## src/hdl/utf8_dec_pkg.sv

```systemverilog
// shared types and constants for the utf-8 stream decoder
package utf8_dec_pkg;

   localparam int BYTE_WIDTH   = 8;
   localparam int CP_WIDTH     = 31;
   localparam int STATUS_WIDTH = 2;
   localparam int COUNT_WIDTH  = 3;

   typedef logic [STATUS_WIDTH-1:0] status_type;
   typedef logic [CP_WIDTH-1:0]     code_point_type;
   typedef logic [BYTE_WIDTH-1:0]   byte_type;
   typedef logic [COUNT_WIDTH-1:0]  count_type;

   localparam status_type ST_READY      = 2'd0;
   localparam status_type ST_MORE       = 2'd1;
   localparam status_type ST_INCOMPLETE = 2'd2;
   localparam status_type ST_BADSTART   = 2'd3;

endpackage

```

## src/hdl/utf8_stream_decoder_unit.sv

```systemverilog
// utf-8 stream decoder top level: legacy 1 to 6 byte sequences, 31-bit code points
//
// usage
//   input channel req_*: one raw byte per transfer on req_in_byte
//   result channel rsp_*: one status and code point per input byte, in order
//   rsp_status: ready, need more, incomplete sequence, bad start byte
//   rsp_code_point holds the character when status is ready, else zero
// timing
//   an input register and a result register with the decode between them
//   each input byte passes from the input register through the decode into the result register
//   throughput is one byte per cycle while rsp_stall is low, set by the single decode stage
//   that updates the continuation count and accumulator in the same cycle
// reset
//   synchronous reset empties both registers and clears the sequence state
// stall
//   a stalled result holds; the input register still fills behind it and
//   req_stall rises only when both registers hold data and rsp_stall is high
module utf8_stream_decoder_unit
   import utf8_dec_pkg::*;
(
   input  logic           clock,
   input  logic           reset,
   input  logic           req_valid,
   output logic           req_stall,
   input  byte_type       req_in_byte,
   output logic           rsp_valid,
   input  logic           rsp_stall,
   output status_type     rsp_status,
   output code_point_type rsp_code_point
);

   logic           in_valid_ff, in_valid_in;
   byte_type       in_byte_ff;
   logic           out_valid_ff, out_valid_in;
   status_type     out_status_ff, out_status_in;
   code_point_type out_cp_ff, out_cp_in;
   count_type      remain_ff, remain_in;
   code_point_type acc_ff, acc_in;

   logic out_free;
   logic in_free;
   logic advance;

   assign out_free  = !out_valid_ff || !rsp_stall;
   assign in_free   = !in_valid_ff || out_free;
   assign advance   = in_valid_ff && out_free;
   assign req_stall = !in_free;

   assign in_valid_in  = (req_valid && in_free) ? 1'b1 : (in_valid_ff && !advance);
   assign out_valid_in = advance ? 1'b1 : (out_valid_ff && rsp_stall);

   // decode of one byte against the open sequence
   always_comb begin
      byte_type b;
      b             = in_byte_ff;
      remain_in     = remain_ff;
      acc_in        = acc_ff;
      out_status_in = ST_MORE;
      out_cp_in     = '0;
      if (remain_ff != '0) begin
         if (b[7:6] == 2'b10) begin
            remain_in = remain_ff - 3'd1;
            acc_in    = {acc_ff[CP_WIDTH-7:0], b[5:0]};
            if (remain_ff == 3'd1) begin
               out_status_in = ST_READY;
               out_cp_in     = {acc_ff[CP_WIDTH-7:0], b[5:0]};
            end
         end else begin
            remain_in     = '0;
            acc_in        = '0;
            out_status_in = ST_INCOMPLETE;
         end
      end else if (b inside {[8'h00:8'h7F]}) begin
         out_status_in = ST_READY;
         out_cp_in     = {{(CP_WIDTH-BYTE_WIDTH){1'b0}}, b};
      end else if (b inside {[8'hC0:8'hDF]}) begin
         remain_in = 3'd1;
         acc_in    = {{(CP_WIDTH-5){1'b0}}, b[4:0]};
      end else if (b inside {[8'hE0:8'hEF]}) begin
         remain_in = 3'd2;
         acc_in    = {{(CP_WIDTH-4){1'b0}}, b[3:0]};
      end else if (b inside {[8'hF0:8'hF7]}) begin
         remain_in = 3'd3;
         acc_in    = {{(CP_WIDTH-3){1'b0}}, b[2:0]};
      end else if (b inside {[8'hF8:8'hFB]}) begin
         remain_in = 3'd4;
         acc_in    = {{(CP_WIDTH-2){1'b0}}, b[1:0]};
      end else if (b inside {[8'hFC:8'hFD]}) begin
         remain_in = 3'd5;
         acc_in    = {{(CP_WIDTH-1){1'b0}}, b[0]};
      end else begin
         out_status_in = ST_BADSTART;
      end
   end

   always_ff @(posedge clock) begin
      if (reset) begin
         in_valid_ff  <= 1'b0;
         out_valid_ff <= 1'b0;
         remain_ff    <= '0;
         acc_ff       <= '0;
      end else begin
         in_valid_ff  <= in_valid_in;
         out_valid_ff <= out_valid_in;
         if (advance) begin
            remain_ff <= remain_in;
            acc_ff    <= acc_in;
         end
      end
   end

   always_ff @(posedge clock) begin
      if (req_valid && in_free) begin
         in_byte_ff <= req_in_byte;
      end
      if (advance) begin
         out_status_ff <= out_status_in;
         out_cp_ff     <= out_cp_in;
      end
   end

   assign rsp_valid      = out_valid_ff;
   assign rsp_status     = out_status_ff;
   assign rsp_code_point = out_cp_ff;

endmodule

```

## config.mk

```make
export PLATFORM = sky130hd
export DESIGN_NAME = utf8_stream_decoder_unit
export DESIGN_NICKNAME = d
export VERILOG_FILES = /design/src/hdl/utf8_dec_pkg.sv /design/src/hdl/utf8_stream_decoder_unit.sv
export SDC_FILE = /design/constraint.sdc
export NUM_CORES = 1
export LEC_CHECK = 0
export ABC_CLOCK_PERIOD_IN_PS = 3700
export BUFFER_PORTS_ARGS = -buffer_cell sky130_fd_sc_hd__buf_4
export CAP_MARGIN = 20
export CORE_ASPECT_RATIO = 2
export CORE_MARGIN = 2
export CORE_UTILIZATION = 50
export CTS_CLUSTER_SIZE = 10
export DETAILED_ROUTE_END_ITERATION = 16
export PLACE_DENSITY = 0.72
export SLEW_MARGIN = 0
export SYNTH_ARGS = -nofsm -noshare
export SYNTH_HDL_FRONTEND = slang
export SYNTH_SLANG_ARGS = --single-unit
```

## constraint.sdc

```tcl
create_clock -name clock -period 3.7 [get_ports clock]
set_input_delay 0.555 -clock clock [delete_from_list [all_inputs] [get_ports clock]]
set_output_delay 0.555 -clock clock [all_outputs]
set_load 0.01 [all_outputs]
```

==> results.md, run 1 <==
- Status: completed
- DP Cell Count: 346
- Lkg Pwr: 1.32 nW
- Pwr per Cell Area: 519 nW/um^2
- Worst vdd rail ir drop: 522 uV
- Drt first-iter violations: 68
- Layout cells sized above 1: 0.236
- Worst Path Required: 3960 ps
- Fin crit period: 1910 ps
- RSZ-0062 raised after global routing: no
- Clock sink count: 71
- Final Skew: 3.89 ps
- RePlAce Congestion: 0.917
- Post-route insts no fill: 362
- Cell area after synthesis: 2880 sq um
- Launching element type of the critical path: register
- Ant diodes: 0
- Most common cell after layout, fill and taps aside: buf_4
- Total power: 1.83 mW
- Synthesized Nets: 266
- Rel. slew slack: 0.514
- Die Wd: 57.7 um
- Antenna violations before repair: 0
- Max FO, Critical Path: 27
- Die Height: 111 um
- Filler Cells Inserted: 467
- Sequential share of the synthesized area: 0.635
- I/O pin count: 47
- Final Hold Slack: 398 ps
- Starting Density: 0.509
- Num CTS Buffers: 9
- Simple-gate area share of the yosys netlist: 0.199
- Root Buffer: clkbuf_16
- Setup CP Type: register to register
- Syn-to-layout area delta: 22.6%
- Hold Path End: in_byte_ff[1]
- Mux share of post-synthesis cell area: 0
- Synth Area in Adders: 0.0130
- Fin crit share: 0.517
- Final Core Density: 0.624
- Post-CTS Resized: 0
- Main combinational cell family by area after synthesis: simple AND/OR/NAND/NOR gates
- Final wirelength: 5130 um
- Post-DP Area: 3240 sq um
- Multi-input gate area: 941 sq um
- HPWL after detailed placement: 3470 um
- Syn. warnings: 0
- Nets: 311
- Final Slew Violations: 0
- Global-route usage over all layers: 0.177
- Worst min path class: input port to register
- Data arrival, critical path: 2170 ps
- Worst flop-to-flop path startpoint: remain_ff[0]
- Cell Rows: 39
- First-pass GRT wire length: 8420 um
- Core ar.: 5660 sq um
- Post-route setup slack: 1790 ps
- Max Fclk: 522 MHz
- Worst setup EP type: register
- Crit. Startpoint: remain_ff[0]
- Clock-pin slew on the worst setup and hold paths: 50 ps
- Flop-to-flop setup slack: 1790 ps
- Syn avg cell area: 11.5 sq um
- Mapped Cells: 251
- Pre-CTS setup slack: 1560 ps
- Post-CTS setup buffers: 0
- Worst R2R End: acc_ff[9]
- DRC: 0
- Drt wl/cell: 14.2 um
- Final-report hold violation count: 0
- Sequential cell area: 1830 sq um
- Post-synth cell types: 38
- Final ANT Viol Nets: 0
- Detailed-router iteration count before antenna repair: 4
- Hold depth: 1
- Flops & latches, synth: 71
- Worst Max-Slew Pin Slew: 728 ps
- Clk buf depth: 2
- Number of global-route vias before repair: 1876
- Total number of vias: 1946
- Endpoints failing setup: 0
- Xor/xnor share of the synthesized area: 0
- Die area: 6430 sq um
- Largest net degree at the start of global routing: 37
- MaxCap Viol Count: 0
- Grt total ovfl: 0
- Clock latency at the later pin of the worst-skew pair: 330 ps
- Vias/cell: 5.38
- Finished layout cell area: 3530 sq um
- FF-to-FF path depth: 6
- Port bufs: 46
- Final TNS setup: 0 ps
- Leading cell types in the layout, fill and taps excluded: 49 x buf_4, 41 x edfxtp_1, 31 x and2_1
- Beginning of the worst hold path: req_in_byte[1]
- H-Tree Depth: 3
- Cts-stage hold buffer count: 0
- CTS tree: yes
- Complex-gate fraction of the synthesized area: 0.112
==> cells in the mapped netlist (all sizes together) <==
library cell / count / share of area
a211oi: 3 / 0.011
a21boi: 2 / 0.0065
a21o: 1 / 0.0026
a21oi: 26 / 0.045
a31o: 1 / 0.0030
a31oi: 1 / 0.0022
a32oi: 1 / 0.0030
and2: 31 / 0.067
and3: 2 / 0.0043
and3b: 1 / 0.0030
buf: 9 / 0.025
clkbuf: 6 / 0.0078
dfxtp: 30 / 0.21
edfxtp: 41 / 0.43
ha: 3 / 0.013
inv: 6 / 0.0078
nand2: 26 / 0.034
nand2b: 3 / 0.0074
nand3: 22 / 0.038
nand3b: 5 / 0.013
nand4: 1 / 0.0022
nor2: 13 / 0.017
nor2b: 2 / 0.0043
nor3: 2 / 0.0052
nor4b: 1 / 0.0030
o2111ai: 2 / 0.0061
o21ai: 6 / 0.010
o221a: 1 / 0.0069
o221ai: 1 / 0.0091
o31a: 1 / 0.0030
o31ai: 1 / 0.0026
==> how the worst max path moves through the flow <==
stage | slack (ps) | cells past startpoint | to
after floorplan | 1150 | 6 | acc_ff[1]
after global placement | 1620 | 6 | acc_ff[1]
after detailed placement | 1560 | 6 | acc_ff[9]
after CTS | 1770 | 6 | acc_ff[9]
after global routing | 1560 | 6 | acc_ff[11]
final | 1790 | 6 | acc_ff[9]
==> kinds of logic after synthesis <==
kind of cell    Yosys count
compound gates           47
fa+ha+maj                 3
buf+inv                  21
flops                    71
simple gates            109
==> worst max-delay path: stages, from the launching register on <==
cell	delay, ps
dfxtp_1	340
inv_1	90
ha_1	290
nand3b_1	200
o221ai_4	630
nand2_1	110
a21oi_1	170
==> routing by layer <==
metal  up-vias  routed length (um)  GRT usage
li1        979                   -          -
met2        47                2910      0.309
met5         -                   0          0
met1       904                1800      0.164
met3        16                 206     0.0650
met4         0                 212      0.116
==> sequential cells by signal, summed over array words and instances, names as in the netlist <==
signal,cells
rsp_code_point,31
acc_ff,25
in_byte_ff,8
remain_ff,3
rsp_status,2
in_valid_ff,1
rsp_valid,1
==> layout make-up <==
type | instances | area share
flip-flops and latches | 71 | 0.518
inverters | 6 | 0.00637
multi-input cells | 159 | 0.266
repair buffers | 49 | 0.104
clock buffers | 12 | 0.0758
clock inverters | 4 | 0.00744
well taps | 61 | 0.0216
==> report_power, final <==
group / switching [mW] / internal, mW
Combinational: 0.0825 / 0.0543
Clock: 0.307 / 0.511
Sequential: 0.0159 / 0.863
Power figures use the tool's default switching activity.
==> run 2: changes to the inputs <==
- ABC_CLOCK_PERIOD_IN_PS: 3700 -> 1700
- PLACE_DENSITY: 0.72 -> 0.75
- clock period: 3.7 -> 1.7 ns (I/O delays scaled with it)
==> results.md, run 2 (synthesis gave the netlist of run 1 again) <==
- Fin crit period: 1600 ps
- Die area: 6430 sq um
- Clock latency at the later pin of the worst-skew pair: 320 ps
- Port bufs: 46
- MaxCap Viol Count: 0
- Cts-stage hold buffer count: 0
- Pwr per Cell Area: 1160 nW/um^2
- Final Slew Violations: 0
- Grt total ovfl: 0
- Final wirelength: 5630 um
- Total number of vias: 2055
- Die Height: 111 um
- Clock-pin slew on the worst setup and hold paths: 50 ps
- Data arrival, critical path: 1670 ps
- CTS tree: yes
- Pre-CTS setup slack: 22.1 ps
- Core ar.: 5660 sq um
- Status: completed
- Worst Path Required: 1780 ps
- Worst min path class: input port to register
- Drt first-iter violations: 42
- Drt wl/cell: 15.1 um
- Vias/cell: 5.51
- Antenna violations before repair: 0
- H-Tree Depth: 3
- Worst vdd rail ir drop: 910 uV
- Max Fclk: 626 MHz
- Total power: 4.27 mW
- Setup CP Type: register to register
- I/O pin count: 47
- Syn-to-layout area delta: 28.2%
- HPWL after detailed placement: 3760 um
- Post-route setup slack: 104 ps
- Detailed-router iteration count before antenna repair: 4
- Layout cells sized above 1: 0.272
- Most common cell after layout, fill and taps aside: buf_4
- Cell Rows: 39
- Final Skew: 3.89 ps
- Fin crit share: 0.939
- Clock sink count: 71
- Clk buf depth: 2
- Number of flip-flops in the largest register: 31
- Flop-to-flop setup slack: 100 ps
- Lkg Pwr: 1.41 nW
- Worst Max-Slew Pin Slew: 352 ps
- Die Wd: 57.7 um
- DRC: 0
- Rel. slew slack: 0.763
- Number of global-route vias before repair: 1941
- Launching element type of the critical path: register
- Ant diodes: 0
- RSZ-0062 raised after global routing: no
- Num CTS Buffers: 9
- Final ANT Viol Nets: 0
- Largest net degree at the start of global routing: 32
- Max FO, Critical Path: 8
- First-pass GRT wire length: 8670 um
- Worst setup EP type: register
- Starting Density: 0.509
- Global-route usage over all layers: 0.180
- RePlAce Congestion: 0.854
- Endpoints failing setup: 0
- Final-report hold violation count: 0
- Nets: 322
- Leading cell types in the layout, fill and taps excluded: 57 x buf_4, 41 x edfxtp_1, 31 x and2_1
- Root Buffer: clkbuf_16
-- run 2: worst paths after layout --
check        depth (start not counted)           endpoint           start
max                                  6  rsp_code_point[1]    remain_ff[1]
min                                  1      in_byte_ff[6]  req_in_byte[6]
max reg2reg                          6  rsp_code_point[1]    remain_ff[1]
min reg2reg                          2         acc_ff[22]      acc_ff[22]
-- run 2: cell type report --
class	count	area (sq um)
multi-input cells	160	978
well taps	61	76.3
repair buffers	59	459
clock inverters	3	65.1
clock buffers	13	260
fillers	443	1970
inverters	6	22.5
flip-flops and latches	71	1830
-- run 2: repair_timing --
item,CTS,global route
setup buffers,0,0
endpoints found under the setup margin,1,35
gates cloned,0,1
resized for setup,0,6
pin swaps,1,0
-- run 2: critical path, stage by stage (launching register included) --
cell and delay [ps]:
dfxtp_1 330, inv_1 100, ha_4 200, nor2b_1 130, buf_4 170, a21o_1 240, and2_1 180
-- run 2: power by group --
group / switching, mW / internal [mW]
Clock: 0.636 / 1.36
Sequential: 0.0313 / 1.88
Combinational: 0.207 / 0.154
Total: 0.874 / 3.39
-- run 2: metrics by stage --
stage	instance area (sq um)	hold slack (ps)	instances	TNS (ps)	util
2_1_floorplan	2900	354	251	-3880	-
4_1_cts	3650	94.0	372	0	0.645
5_1_grt	3690	93.1	373	0	0.653
3_5_place_dp	3330	434	356	0	0.588
6_report	3690	103	373	0	0.653
3_3_place_gp	3330	433	356	0	0.588
-- run 2: routing by layer --
layer	share of wire	routed length, um	up-vias	global-route usage
li1	-	-	1005	-
met1	0.36	2040	988	0.161
met2	0.57	3220	45	0.336
met3	0.031	174	17	0.0511
met4	0.034	192	0	0.104
met5	0	0	-	0
